--- src/hdl/arp_request_responder_top_defines.svh ---
// Assertion macros shared by the ARP responder RTL.
// Depends on nothing; files that assert include it by name.
`ifndef ARP_REQUEST_RESPONDER_TOP_DEFINES_SVH
`define ARP_REQUEST_RESPONDER_TOP_DEFINES_SVH

// Same-cycle implication, checked outside reset.
`define ARP_ASSERT_NOW(lbl, ante, cons, msg) \
    lbl: assert property (@(posedge i_clk) disable iff (!i_rst_n) (ante) |-> (cons)) \
        else $error(msg);

// Next-cycle implication, checked outside reset.
`define ARP_ASSERT_NEXT(lbl, ante, cons, msg) \
    lbl: assert property (@(posedge i_clk) disable iff (!i_rst_n) (ante) |=> (cons)) \
        else $error(msg);

`endif

--- src/hdl/arp_pkg.sv ---
// Types, constants and byte helpers for the ARP responder.
// No dependencies.
package arp_pkg;

    localparam logic [5:0] REPLY_LEN = 6'd42;
    localparam logic [5:0] LAST_POS  = 6'd41;

    localparam logic [15:0] ETHERTYPE_ARP = 16'h0806;
    localparam logic [15:0] HTYPE_ETH     = 16'h0001;
    localparam logic [15:0] PTYPE_IPV4    = 16'h0800;
    localparam logic [15:0] OPER_REQUEST  = 16'h0001;
    localparam logic [15:0] OPER_REPLY    = 16'h0002;

    localparam int unsigned CFG_IDX_W  = 8;
    localparam int unsigned CFG_DATA_W = 48;
    localparam logic [CFG_IDX_W-1:0] CFG_OWN_IP  = 8'd0;
    localparam logic [CFG_IDX_W-1:0] CFG_OWN_MAC = 8'd1;

    // captured request fields, one queue entry per pending reply
    typedef struct packed {
        logic [47:0] sha;
        logic [31:0] spa;
        logic [7:0]  hlen;
        logic [7:0]  plen;
    } t_reply_rec;

    typedef struct packed {
        logic rd_en;
        logic pop;
    } t_rq_ctl;

    typedef struct packed {
        logic nonempty;
        logic full;
    } t_rq_stat;

    // byte k of a MAC, first wire byte first
    function automatic logic [7:0] mac_byte(input logic [47:0] mac, input logic [2:0] k);
        logic [7:0] b;
        case (k)
            3'd0: b = mac[47:40];
            3'd1: b = mac[39:32];
            3'd2: b = mac[31:24];
            3'd3: b = mac[23:16];
            3'd4: b = mac[15:8];
            3'd5: b = mac[7:0];
            default: b = 8'h00;
        endcase
        return b;
    endfunction

    function automatic logic [7:0] ip_byte(input logic [31:0] ip, input logic [1:0] k);
        logic [7:0] b;
        case (k)
            2'd0: b = ip[31:24];
            2'd1: b = ip[23:16];
            2'd2: b = ip[15:8];
            default: b = ip[7:0];
        endcase
        return b;
    endfunction

endpackage

--- src/hdl/arp_parse.sv ---
// Request parser: byte counter, field checks, capture of sender and size fields.
// Depends on arp_pkg.
module arp_parse (
    input  logic                  i_clk,
    input  logic                  i_rst_n,
    input  logic                  i_accept,
    input  logic [7:0]            i_byte,
    input  logic                  i_last,
    input  logic [31:0]           i_own_ip,
    output logic                  o_push,
    output arp_pkg::t_reply_rec   o_rec
);

    logic [5:0]  r_pos;
    logic        r_qual;
    logic [47:0] r_sha;
    logic [31:0] r_spa;
    logic [7:0]  r_hlen;
    logic [7:0]  r_plen;

    logic [5:0]  n_pos;
    logic        n_qual;
    logic        chk;
    logic        in_hdr;

    always_comb begin
        chk = 1'b1;
        case (r_pos)
            6'd12: chk = (i_byte == arp_pkg::ETHERTYPE_ARP[15:8]);
            6'd13: chk = (i_byte == arp_pkg::ETHERTYPE_ARP[7:0]);
            6'd14: chk = (i_byte == arp_pkg::HTYPE_ETH[15:8]);
            6'd15: chk = (i_byte == arp_pkg::HTYPE_ETH[7:0]);
            6'd16: chk = (i_byte == arp_pkg::PTYPE_IPV4[15:8]);
            6'd17: chk = (i_byte == arp_pkg::PTYPE_IPV4[7:0]);
            6'd20: chk = (i_byte == arp_pkg::OPER_REQUEST[15:8]);
            6'd21: chk = (i_byte == arp_pkg::OPER_REQUEST[7:0]);
            6'd38, 6'd39, 6'd40, 6'd41:
                chk = (i_byte == arp_pkg::ip_byte(i_own_ip, 2'(r_pos - 6'd38)));
            default: chk = 1'b1;
        endcase
    end

    assign in_hdr = (r_pos < arp_pkg::REPLY_LEN);
    assign n_pos  = in_hdr ? r_pos + 6'd1 : r_pos;
    assign n_qual = r_qual & (chk | ~in_hdr);
    assign o_push = i_accept & i_last & n_qual & (n_pos == arp_pkg::REPLY_LEN);

    // captures are complete by byte 32, so registers feed the queue directly
    assign o_rec = '{sha: r_sha, spa: r_spa, hlen: r_hlen, plen: r_plen};

    always_ff @(posedge i_clk) begin
        if (!i_rst_n) begin
            r_pos  <= 6'd0;
            r_qual <= 1'b1;
        end else if (i_accept) begin
            if (i_last) begin
                r_pos  <= 6'd0;
                r_qual <= 1'b1;
            end else begin
                r_pos  <= n_pos;
                r_qual <= n_qual;
            end
        end
    end

    always_ff @(posedge i_clk) begin
        if (i_accept) begin
            if (r_pos == 6'd18) begin
                r_hlen <= i_byte;
            end else if (r_pos == 6'd19) begin
                r_plen <= i_byte;
            end else if (r_pos >= 6'd22 && r_pos < 6'd28) begin
                r_sha <= {r_sha[39:0], i_byte};
            end else if (r_pos >= 6'd28 && r_pos < 6'd32) begin
                r_spa <= {r_spa[23:0], i_byte};
            end
        end
    end

endmodule

--- src/hdl/arp_rq.sv ---
// Reply queue: synchronous memory of captured request records.
// Depends on arp_pkg and the assertion macro header.
`include "arp_request_responder_top_defines.svh"

module arp_rq #(
    parameter int unsigned DEPTH = 4
) (
    input  logic                  i_clk,
    input  logic                  i_rst_n,
    input  logic                  i_push,
    input  arp_pkg::t_reply_rec   i_wr_rec,
    input  arp_pkg::t_rq_ctl      i_ctl,
    output arp_pkg::t_rq_stat     o_stat,
    output arp_pkg::t_reply_rec   o_rd_rec
);

    localparam int unsigned AW = (DEPTH > 1) ? $clog2(DEPTH) : 1;
    localparam int unsigned CW = $clog2(DEPTH + 1);
    localparam logic [AW-1:0] LAST_ADDR = AW'(DEPTH - 1);
    localparam logic [CW-1:0] FULL_CNT  = CW'(DEPTH);

    arp_pkg::t_reply_rec mem [DEPTH];

    logic [AW-1:0] r_wr_ptr;
    logic [AW-1:0] r_rd_ptr;
    logic [CW-1:0] r_count;
    arp_pkg::t_reply_rec r_rd_data;

    assign o_stat.nonempty = (r_count != '0);
    assign o_stat.full     = (r_count == FULL_CNT);
    assign o_rd_rec        = r_rd_data;

    always_ff @(posedge i_clk) begin
        if (i_push) begin
            mem[r_wr_ptr] <= i_wr_rec;
        end
        if (i_ctl.rd_en) begin
            r_rd_data <= mem[r_rd_ptr];
        end
    end

    always_ff @(posedge i_clk) begin
        if (!i_rst_n) begin
            r_wr_ptr <= '0;
            r_rd_ptr <= '0;
            r_count  <= '0;
        end else begin
            if (i_push) begin
                r_wr_ptr <= (r_wr_ptr == LAST_ADDR) ? '0 : r_wr_ptr + 1'b1;
            end
            if (i_ctl.pop) begin
                r_rd_ptr <= (r_rd_ptr == LAST_ADDR) ? '0 : r_rd_ptr + 1'b1;
            end
            case ({i_push, i_ctl.pop})
                2'b10:   r_count <= r_count + 1'b1;
                2'b01:   r_count <= r_count - 1'b1;
                default: r_count <= r_count;
            endcase
        end
    end

    `ARP_ASSERT_NOW(a_no_push_full, o_stat.full, !i_push, "push into full reply queue")
    `ARP_ASSERT_NOW(a_no_pop_empty, i_ctl.pop || i_ctl.rd_en, o_stat.nonempty,
        "reply queue read while empty")
    `ARP_ASSERT_NEXT(a_count_up, i_push && !i_ctl.pop, r_count == $past(r_count) + 1'b1,
        "reply queue count lost a push")

endmodule

--- src/hdl/arp_ser.sv ---
// Reply serializer: walks 42 reply bytes from a queued record into an output register.
// Depends on arp_pkg and the assertion macro header.
`include "arp_request_responder_top_defines.svh"

module arp_ser (
    input  logic                  i_clk,
    input  logic                  i_rst_n,
    input  arp_pkg::t_rq_stat     i_stat,
    input  arp_pkg::t_reply_rec   i_rec,
    output arp_pkg::t_rq_ctl      o_ctl,
    input  logic [31:0]           i_own_ip,
    input  logic [47:0]           i_own_mac,
    output logic                  o_valid,
    input  logic                  i_ready,
    output logic [7:0]            o_byte,
    output logic                  o_last
);

    logic       r_loaded;
    logic [5:0] r_pos;
    logic       r_out_valid;
    logic [7:0] r_out_byte;
    logic       r_out_last;

    logic       adv;
    logic       emit;
    logic       at_end;
    logic [7:0] n_byte;

    assign adv    = ~r_out_valid | i_ready;
    assign emit   = adv & r_loaded;
    assign at_end = (r_pos == arp_pkg::LAST_POS);

    assign o_ctl.rd_en = ~r_loaded & i_stat.nonempty;
    assign o_ctl.pop   = emit & at_end;

    always_comb begin
        if (r_pos < 6'd6) begin
            n_byte = arp_pkg::mac_byte(i_rec.sha, r_pos[2:0]);
        end else if (r_pos < 6'd12) begin
            n_byte = arp_pkg::mac_byte(i_own_mac, 3'(r_pos - 6'd6));
        end else if (r_pos < 6'd22) begin
            case (r_pos)
                6'd12:   n_byte = arp_pkg::ETHERTYPE_ARP[15:8];
                6'd13:   n_byte = arp_pkg::ETHERTYPE_ARP[7:0];
                6'd14:   n_byte = arp_pkg::HTYPE_ETH[15:8];
                6'd15:   n_byte = arp_pkg::HTYPE_ETH[7:0];
                6'd16:   n_byte = arp_pkg::PTYPE_IPV4[15:8];
                6'd17:   n_byte = arp_pkg::PTYPE_IPV4[7:0];
                6'd18:   n_byte = i_rec.hlen;
                6'd19:   n_byte = i_rec.plen;
                6'd20:   n_byte = arp_pkg::OPER_REPLY[15:8];
                default: n_byte = arp_pkg::OPER_REPLY[7:0];
            endcase
        end else if (r_pos < 6'd28) begin
            n_byte = arp_pkg::mac_byte(i_own_mac, 3'(r_pos - 6'd22));
        end else if (r_pos < 6'd32) begin
            n_byte = arp_pkg::ip_byte(i_own_ip, 2'(r_pos - 6'd28));
        end else if (r_pos < 6'd38) begin
            n_byte = arp_pkg::mac_byte(i_rec.sha, 3'(r_pos - 6'd32));
        end else begin
            n_byte = arp_pkg::ip_byte(i_rec.spa, 2'(r_pos - 6'd38));
        end
    end

    always_ff @(posedge i_clk) begin
        if (!i_rst_n) begin
            r_loaded    <= 1'b0;
            r_pos       <= 6'd0;
            r_out_valid <= 1'b0;
        end else begin
            if (o_ctl.rd_en) begin
                r_loaded <= 1'b1;
            end else if (o_ctl.pop) begin
                r_loaded <= 1'b0;
            end
            if (emit) begin
                r_pos <= at_end ? 6'd0 : r_pos + 6'd1;
            end
            if (adv) begin
                r_out_valid <= r_loaded;
            end
        end
    end

    always_ff @(posedge i_clk) begin
        if (emit) begin
            r_out_byte <= n_byte;
            r_out_last <= at_end;
        end
    end

    assign o_valid = r_out_valid;
    assign o_byte  = r_out_byte;
    assign o_last  = r_out_last;

    `ARP_ASSERT_NOW(a_pos_idle, !r_loaded, r_pos == 6'd0, "byte index off zero with no record")
    `ARP_ASSERT_NEXT(a_last_wraps, emit && at_end, !r_loaded && r_pos == 6'd0,
        "record not released after final reply byte")

endmodule

--- src/hdl/arp_request_responder_top.sv ---
// Top level of the Ethernet ARP request responder.
// Depends on arp_pkg, arp_parse, arp_rq and arp_ser.
//
// Receives an Ethernet frame one byte per item (i_frame_last on the final byte)
// and, when the frame is an ARP request (ethertype 0x0806, htype 1, ptype 0x0800,
// opcode 1) of at least 42 bytes whose target IP equals own_ip, sends a 42-byte
// ARP reply: destination = requester MAC, source = own_mac, sizes echoed,
// opcode 2, sender = (own_mac, own_ip), target = requester MAC/IP. Bytes past
// the 42nd are ignored. Frame bytes are taken at one per clock while the reply
// queue is not full. Each qualifying frame stores one record (requester MAC/IP
// and size bytes) in a reply queue memory of RQ_DEPTH entries; o_frame_ready
// drops only while that queue is full. A reply first reads its record from the
// queue memory, then sends 42 bytes from the output register.
// Registers: index 0 = own_ip (i_cfg_data[31:0]), index 1 = own_mac
// (i_cfg_data[47:0]); other indexes are ignored. Writes are taken every cycle
// and are expected only while no reply is pending.
module arp_request_responder_top #(
    parameter int unsigned RQ_DEPTH = 4
) (
    input  logic                           i_clk,
    input  logic                           i_rst_n,
    // frame input
    input  logic                           i_frame_valid,
    output logic                           o_frame_ready,
    input  logic [7:0]                     i_frame_byte,
    input  logic                           i_frame_last,
    // reply output
    output logic                           o_reply_valid,
    input  logic                           i_reply_ready,
    output logic [7:0]                     o_reply_byte,
    output logic                           o_reply_last,
    // register writes
    input  logic                           i_cfg_valid,
    output logic                           o_cfg_ready,
    input  logic [arp_pkg::CFG_IDX_W-1:0]  i_cfg_index,
    input  logic [arp_pkg::CFG_DATA_W-1:0] i_cfg_data
);

    logic [31:0] r_own_ip;
    logic [47:0] r_own_mac;

    logic                frame_acc;
    logic                push;
    arp_pkg::t_reply_rec wr_rec;
    arp_pkg::t_reply_rec rd_rec;
    arp_pkg::t_rq_ctl    rq_ctl;
    arp_pkg::t_rq_stat   rq_stat;

    assign o_cfg_ready   = 1'b1;
    assign o_frame_ready = ~rq_stat.full;
    assign frame_acc     = i_frame_valid & o_frame_ready;

    // register file; reset values are the default address pair
    always_ff @(posedge i_clk) begin
        if (!i_rst_n) begin
            r_own_ip  <= 32'h0A01_0A2A;
            r_own_mac <= 48'h000C_296D_5025;
        end else if (i_cfg_valid) begin
            case (i_cfg_index)
                arp_pkg::CFG_OWN_IP:  r_own_ip  <= i_cfg_data[31:0];
                arp_pkg::CFG_OWN_MAC: r_own_mac <= i_cfg_data[47:0];
                default: ;
            endcase
        end
    end

    // header checks and capture
    arp_parse u_parse (
        .i_clk    (i_clk),
        .i_rst_n  (i_rst_n),
        .i_accept (frame_acc),
        .i_byte   (i_frame_byte),
        .i_last   (i_frame_last),
        .i_own_ip (r_own_ip),
        .o_push   (push),
        .o_rec    (wr_rec)
    );

    // pending replies
    arp_rq #(
        .DEPTH (RQ_DEPTH)
    ) u_rq (
        .i_clk    (i_clk),
        .i_rst_n  (i_rst_n),
        .i_push   (push),
        .i_wr_rec (wr_rec),
        .i_ctl    (rq_ctl),
        .o_stat   (rq_stat),
        .o_rd_rec (rd_rec)
    );

    // reply byte generation
    arp_ser u_ser (
        .i_clk     (i_clk),
        .i_rst_n   (i_rst_n),
        .i_stat    (rq_stat),
        .i_rec     (rd_rec),
        .o_ctl     (rq_ctl),
        .i_own_ip  (r_own_ip),
        .i_own_mac (r_own_mac),
        .o_valid   (o_reply_valid),
        .i_ready   (i_reply_ready),
        .o_byte    (o_reply_byte),
        .o_last    (o_reply_last)
    );

endmodule

--- config.mk ---
export PLATFORM = sky130hd
export DESIGN_NAME = arp_request_responder_top
export DESIGN_NICKNAME = d
export VERILOG_FILES = /design/src/hdl/arp_pkg.sv /design/src/hdl/arp_parse.sv /design/src/hdl/arp_rq.sv /design/src/hdl/arp_ser.sv /design/src/hdl/arp_request_responder_top.sv
export VERILOG_INCLUDE_DIRS = /design/src /design/src/hdl
export SDC_FILE = /design/constraint.sdc
export NUM_CORES = 1
export LEC_CHECK = 0
export BUFFER_PORTS_ARGS = -buffer_cell sky130_fd_sc_hd__buf_2
export CORE_UTILIZATION = 50
export CTS_CLUSTER_SIZE = 16
export DETAILED_ROUTE_END_ITERATION = 12
export GPL_TIMING_DRIVEN = 0
export PLACE_DENSITY = 0.63
export SYNTH_ARGS = -nofsm -noshare
export SYNTH_HDL_FRONTEND = slang
export SYNTH_SLANG_ARGS = --single-unit
--- constraint.sdc ---
create_clock -name i_clk -period 6.1 [get_ports i_clk]
set_input_delay 1.22 -clock i_clk [delete_from_list [all_inputs] [get_ports i_clk]]
set_output_delay 1.22 -clock i_clk [all_outputs]
set_load 0.05 [all_outputs]
==> results_dict.tcl, run 1 <==
set metrics [dict create \
    layout-drive-gt1-share 0.1915 \
    power.density_nw_per_um2 308.8 \
    synth_fa_ha_area_frac 0.009753 \
    clk_path_buf_depth 3 \
    clk_pin_slew_worst_paths_ps 60 \
    numCtsBuffers 71 \
    dieHeight_um 231.9 \
    hold_path.class "reg2reg" \
    synth_xor_area_frac 0.002651 \
    synthCells 1572 \
    ys_ff_latch 687 \
    grt_pass1_vias 14697 \
    io_buffers 79 \
    place_congestion 0.9416 \
    synth_common_cells "585 x edfxtp_1, 204 x nand2_1, 102 x dfxtp_1, 96 x mux4_2, 62 x a21boi_0" \
    fin_nets 1829 \
    async_reset_ff_frac 0 \
    place_inst 2346 \
    tightest_slew_ps 1160 \
    vias 14878 \
    row_count 83 \
    grt_pass1_wl_um 95920 \
    cp-end-kind "register" \
    status "completed" \
    slew_viol_final 0 \
    synth_top_family_by_area "multiplexers" \
    dr.pass1.iters 5 \
    p_leak_uw 0.009747 \
    setup_violations 0 \
    drc_errors 0 \
    cts_tree "yes" \
    required_ps 6550 \
    synth_compound_gate_area_share 0.07774 \
    avgSynthCellArea_um2 16.81 \
    die_x_um 231.9 \
    fmax_mhz 237.1 \
    ir_drop_v 0.0002318 \
    synth_flop_cell "edfxtp_1" \
    yosysTopAreaCell "edfxtp_1" \
    timing.final.crit_share 0.6913 \
    muxShareOfSynthArea 0.09024 \
    cap_violations 0 \
    syn-cell-area_um2 26430 \
    coreArea_um2 51720 \
    dieArea_um2 53780 \
    yosysWarnings 0 \
    yosys-top-cells-area "edfxtp_1 66%, mux4_2 8.2%, dfxtp_1 7.7%, nand2_1 2.9%, a21boi_0 1.8%" \
    cp-start-kind "register" \
    cts-hold-fix-buffers 0 \
    fillerInstances 3931 \
    drt-initial-drc-count 1484 \
    yosysUniqueCellTypes 78 \
    timing.hold.ws_ps 463.6 \
    clock_sinks 687 \
    finalHoldViolCount 0 \
    cp_max_fo 10 \
    final_cells 2477 \
    rsz0062_at_grt "no" \
    seq_area_frac_synth 0.7420 \
    cts_setup_buffers 0 \
    synth-simple-area-share 0.05871 \
    hpwl_um 42650 \
    grt_usage 0.2472 \
    cts_resized 0 \
    path_common_cell "buf_1" \
    relSlewSlack 0.2268 \
    synth_edf_count 585 \
    routed_wl_um 64830 \
    via_per_inst 6.006 \
    htree_levels 3 \
    timing.critical_path.slowest_cell_delay_ps 730 \
    avgRoutedWirePerCell_um 26.17 \
    cp_cell_sequence "ha_1 > clkbuf_1 > buf_1 > buf_1 > a22oi_1 > a31oi_1 > o32ai_1 > a21oi_1" \
    gr-total-overflow 0 \
    clock_skew_ps 20.63 \
    start_util 0.5110 \
    cp_slowest_cell "buf_1" \
    critPathKind "reg2reg" \
    grt_max_degree 54 \
    ios 82 \
    area_growth_syn_to_layout_pct 14.78 \
    yosysMostFrequentCell "edfxtp_1" \
    drtAntennaViolNets 0 \
    grt_antenna_before_repair 2 \
    yosysTopAreaCellShare 0.6647 \
    cts-root-buf "clkbuf_16" \
    synth_nets 1662 \
    insertion_delay_ps 610 \
    worstPathArrival_ps 4670 \
    finalCriticalPeriod_ps 4217 \
    dp_slack_ps 1752 \
    timing.final.ws_setup_ps 1883 \
]
cell type report:
cell class | instances | area (µm²) | area share
diodes | 1 | 2.502 | 0.00008250
multi-input cells | 765 | 6367 | 0.2099
clock inverters | 33 | 319.1 | 0.01052
well taps | 680 | 850.8 | 0.02805
plain buffers | 90 | 384.1 | 0.01266
clock buffers | 97 | 1957 | 0.06451
flip-flops and latches | 687 | 19610 | 0.6465
repair buffers | 94 | 730.7 | 0.02409
inverters | 30 | 112.6 | 0.003712
placed cells by master, fill, tap and decap left out, types with 6 or more instances in the layout:
| cell type | n |
|---|---|
| mux4_2 | 96 |
| a31oi_1 | 7 |
| edfxtp_1 | 585 |
| mux2_2 | 9 |
| nor3_1 | 7 |
| nand2_1 | 204 |
| buf_1 | 12 |
| o21ai_1 | 6 |
| nand3_1 | 33 |
| a222oi_1 | 31 |
| xnor2_1 | 6 |
| and3_1 | 7 |
| buf_2 | 92 |
| ha_1 | 19 |
| nor2b_1 | 11 |
| mux2i_1 | 11 |
| clkinv_2 | 15 |
| inv_1 | 28 |
| a221oi_1 | 15 |
| dfxtp_1 | 102 |
| a21oi_1 | 46 |
| nor2_1 | 34 |
| o211ai_1 | 7 |
| a22oi_1 | 15 |
| clkinv_1 | 8 |
| clkbuf_16 | 73 |
| o21ai_0 | 29 |
| buf_16 | 8 |
| a21boi_0 | 62 |
| o22ai_1 | 6 |
| a211oi_1 | 8 |
| clkbuf_1 | 80 |
| and2_1 | 6 |
| a221o_1 | 6 |
routing by layer:
layer	vias up	GRT usage	wire length [µm]
li1	6540	-	-
met1	7622	0.3622	28790
met2	610	0.3820	29980
met3	106	0.04322	4437
met4	0	0.07011	1628
met5	-	0	0
worst max-delay path: cells and delay by family (launching register included):
family	cells	cell delay (ps)
AOI/OAI and AO/OA	4	1000
buffers and inverters	3	2130
DFF	1	490
adders and majority gates	1	400
through the flow:
step	area (µm²)	TNS (ps)	total power, µW	utilization
floorplan	26430	0	5162	-
global placement	27670	-713440	5223	0.5351
detailed placement	28050	0	5223	0.5425
CTS	30330	0	9436	0.5865
global route	30330	0	9619	0.5865
finish	30330	0	9366	0.5865
report_power, final:
group | total, µW | switching (µW) | internal, µW
logic | 98.6 | 63.7 | 34.9
registers | 5030 | 2.00 | 5020
clock network | 4240 | 1800 | 2440
worst paths after layout:
check        depth (start not counted)                         end                   startpoint  slack (ps)
min                                  2  r_own_mac[15]$_SDFFE_PN0P_   r_own_mac[15]$_SDFFE_PN0P_         460
max                                  8   u_ser.o_byte[0]$_DFFE_PP_  u_ser.r_pos[1]$_SDFFE_PN0P_        1880
max reg2reg                          8   u_ser.o_byte[0]$_DFFE_PP_  u_ser.r_pos[1]$_SDFFE_PN0P_        1880
min reg2reg                          2  r_own_mac[15]$_SDFFE_PN0P_   r_own_mac[15]$_SDFFE_PN0P_         460
flip-flops by register name, summed over array words and instances (netlist names), 8 cells and up:
register / count
r_own_ip: 32
r_own_mac: 48
u_parse.r_hlen: 8
u_parse.r_plen: 8
u_parse.r_sha: 48
u_parse.r_spa: 32
u_rq.mem: 384
u_rq.o_rd_rec: 96
u_ser.o_byte: 8
logic make-up (layout without fill, tap and decap cells):
logic type | count (synthesis) | count (layout)
other | 1 | 2
adder cells (fa/ha/maj) | 20 | 20
AND/OR/NAND/NOR | 343 | 343
flip-flops | 687 | 687
AO/OA/AOI/OAI | 276 | 276
multiplexers | 117 | 117
XOR/XNOR | 8 | 8
buffers and inverters | 120 | 344
No activity file was read; power rests on OpenSTA's default activity.
==> inputs of run 2 (changes only) <==
--- a/config.mk
+++ b/config.mk
@@ -6,12 +6,13 @@
 export SDC_FILE = /design/constraint.sdc
 export NUM_CORES = 1
 export LEC_CHECK = 0
+export ABC_AREA = 1
 export BUFFER_PORTS_ARGS = -buffer_cell sky130_fd_sc_hd__buf_2
 export CORE_UTILIZATION = 50
 export CTS_CLUSTER_SIZE = 16
 export DETAILED_ROUTE_END_ITERATION = 12
 export GPL_TIMING_DRIVEN = 0
-export PLACE_DENSITY = 0.63
+export PLACE_DENSITY = 0.66
 export SYNTH_ARGS = -nofsm -noshare
 export SYNTH_HDL_FRONTEND = slang
 export SYNTH_SLANG_ARGS = --single-unit
==> constraint.sdc (replaced) <==
create_clock -name i_clk -period 3.8 [get_ports i_clk]
set_input_delay 0.76 -clock i_clk [delete_from_list [all_inputs] [get_ports i_clk]]
set_output_delay 0.76 -clock i_clk [all_outputs]
set_load 0.05 [all_outputs]
==> run 2 against run 1 <==
- register-to-register slack worse by 1700 ps
- core utilization hardly changed
- fmax rose by 16%
- power increased by 62%
- design area up 1.7%
- synthesized cell count rose by 38%
- clock skew is 0.64 ps higher
- worst setup slack worse by 1700 ps
- sequential share of layout area is 1.1 points lower
- sequential power up 60%
- largest cell class unchanged
==> results_dict.tcl, run 2 <==
set metrics [dict create \
    status "completed" \
    drc_errors 0 \
    synth_edf_count 585 \
    coreArea_um2 52550 \
    yosysMostFrequentCell "edfxtp_1" \
    required_ps 4310 \
    comb_power_share 0.010 \
    tightest_slew_ps 1087 \
    clock_sinks 687 \
    seqPwrFrac 0.532 \
    grt_pass1_vias 17002 \
    setup_violations 0 \
    power.density_nw_per_um2 491.8 \
    avgSynthCellArea_um2 12.25 \
    p_int_uw 12150 \
    place_congestion 0.9470 \
    numCtsBuffers 72 \
    synth_flop_cell "edfxtp_1" \
    synthCells 2169 \
    grt_pass1_wl_um 104500 \
    dieArea_um2 54060 \
    clk_pin_slew_worst_paths_ps 60 \
    grt_antenna_before_repair 0 \
    seq_area_um2 19610 \
    cts-root-buf "clkbuf_16" \
    cp_cell_sequence "inv_1 > ha_1 > clkbuf_1 > buf_2 > nand2_1 > nor4_1 > nand2_1 > inv_1 > ha_1 > inv_1 > fa_1 > a21oi_1 > o21ai_0 > o21ai_0 > a21oi_1" \
    area_growth_syn_to_layout_pct 16.09 \
    dr.pass1.iters 7 \
    slew_viol_final 0 \
    syn-cell-area_um2 26570 \
    cp-start-kind "register" \
    clk_path_buf_depth 3 \
    hold_path.class "in2reg" \
    layout-drive-gt1-share 0.1083 \
    start_util 0.5055 \
    regMostFlops "u_rq.mem" \
    globalRouteMet1Util 0.3612 \
    hpwl_um 47790 \
    post-route-util 0.5869 \
    cp_max_fo 10 \
    seq_area_frac_synth 0.7381 \
    dieHeight_um 232.5 \
    vias 17855 \
    rsz0062_at_grt "yes" \
    yosysTopAreaCellShare 0.6612 \
    multi_input_area_um2 6220 \
    final_cells 3098 \
    clkPwrFrac 0.458 \
    cts_tree "yes" \
    clock_skew_ps 21.27 \
    routed_wl_um 69920 \
    finalHoldViolCount 0 \
    p_sw_frac 0.1988 \
    largest_register_ffs 384 \
    cp-end-kind "register" \
    grt_max_degree 27 \
    via_per_inst 5.763 \
    layout_commonest_cell "edfxtp_1" \
    drt-initial-drc-count 2018 \
    synth_common_cells "585 x edfxtp_1, 343 x nor2_1, 277 x o21ai_0, 272 x nand2_1, 103 x o22ai_1" \
    place_inst 2962 \
    p_leak_uw 0.01070 \
    relSlewSlack 0.2753 \
    fmax_mhz 275.9 \
    htree_levels 3 \
    yosys-top-cells-area "edfxtp_1 66%, dfxtp_1 7.7%, o21ai_0 5.2%, nor2_1 4.8%, nand2_1 3.8%" \
    synth_nets 2259 \
    grt_util_met2 0.4174 \
    yosysWarnings 0 \
    busiest_layer "met2" \
    ir_drop_v 0.0003187 \
    path_common_cell "inv_1" \
    die_x_um 232.5 \
    n_antenna_cell 0 \
    timing.final.crit_share 0.9537 \
    avgRoutedWirePerCell_um 22.57 \
    io_buffers 79 \
    worstPathArrival_ps 4130 \
    p_switching_uw 3016 \
    ios 82 \
    yosysUniqueCellTypes 48 \
    fin_nets 2446 \
    yosysTopAreaCell "edfxtp_1" \
    gr-total-overflow 0 \
    async_reset_ff_frac 0 \
    grt_usage 0.2607 \
    finalCriticalPeriod_ps 3624 \
    cts-hold-fix-buffers 0 \
    cp_slowest_cell "buf_2" \
    timing.critical_path.slowest_cell_delay_ps 420 \
    ys_ff_latch 687 \
    final_cell_mix "585 x edfxtp_1, 338 x nor2_1, 277 x o21ai_0" \
    critPathKind "reg2reg" \
    cap_violations 0 \
    fillerInstances 4158 \
    insertion_delay_ps 620 \
    row_count 84 \
    drtAntennaViolNets 0 \
    grtUsageMet3 0.04730 \
]
run 2: cell types whose count changed in the layout (fill, tap and decap cells not counted), sizes merged, moves of 65 or more:
cell	change
nand2	+71
nor2	+310
o21ai	+242
mux4	-96
o22ai	+97
nand3	+65
run 2: repair_timing:
action | CTS | global route
buffers inserted | 3 | 5
gates cloned | 0 | 0
pin swaps | 2 | 1
setup endpoints to repair | 43 | 106
resized for setup | 1 | 3
endpoints found under the hold margin | 0 | 0
run 2: kinds of logic after synthesis:
group | synth area share
and+or+nand+nor | 0.1169
DFF | 0.7381
buffers and inverters | 0.03075
xor gates and xnor gates | 0.0009892
other | 0.0001412
AOI/OAI and AO/OA | 0.1034
adders and majority gates | 0.009702
run 2: area by class of cell:
class / instances / area share
multi-input cells: 1273 / 0.2017
clock buffers: 92 / 0.06288
flip-flops and latches: 687 / 0.6358
well taps: 688 / 0.02791
clock inverters: 36 / 0.01241
repair buffers: 113 / 0.03266
inverters: 94 / 0.01156
plain buffers: 115 / 0.01509
run 2: power groups by stage:
stage	Sequential [µW]	Clock, µW	Combinational, µW
after global placement	8230	0	153
after CTS	8070	7030	156
after global routing	8070	7310	169
final	8070	6940	157
after detailed placement	8230	0	155
after floorplan	8230	0	58.8
run 2: routing by layer:
| metal | up-vias | share of wire | wire length (µm) |
|---|---|---|---|
| met4 | 0 | 0.031 | 2181 |
| met2 | 810 | 0.47 | 32780 |
| met3 | 121 | 0.079 | 5546 |
| met1 | 8730 | 0.42 | 29410 |
| met5 | - | 0 | 0 |
| li1 | 8194 | - | - |
run 2: critical path: cells and delay by family (launching register included):
kind / cells / cell delay, ps
buf+inv: 5 / 1270
fa+ha+maj: 3 / 730
simple gates: 3 / 680
compound gates: 4 / 470
flops: 1 / 370
run 2: per-stage QoR:
step / hold WS (ps) / power, µW / setup WS, ps / setup TNS [ps] / area, µm²
2_1_floorplan: 424.5 / 8288 / -972.8 / -373570 / 26590
3_3_place_gp: 440.1 / 8382 / -3911 / -1764440 / 27840
3_5_place_dp: 444.9 / 8385 / -183.3 / -5212 / 28430
4_1_cts: 338.1 / 15250 / 117.3 / 0 / 30790
5_1_grt: 345.8 / 15540 / -124.3 / -124.3 / 30840
6_report: 369.5 / 15170 / 176.1 / 0 / 30840
run 2: final timing paths:
path	start	to	slack [ps]	depth (start not counted)
worst max-delay path	u_ser.r_pos[1]$_SDFFE_PN0P_	u_rq.r_count[2]$_SDFFE_PN0P_	180	15
worst min-delay path	i_cfg_data[35]	r_own_mac[35]$_SDFFE_PN1P_	370	3
worst max register to register	u_ser.r_pos[1]$_SDFFE_PN0P_	u_rq.r_count[2]$_SDFFE_PN0P_	180	15
worst min register to register	r_own_mac[20]$_SDFFE_PN0P_	r_own_mac[20]$_SDFFE_PN0P_	450	2
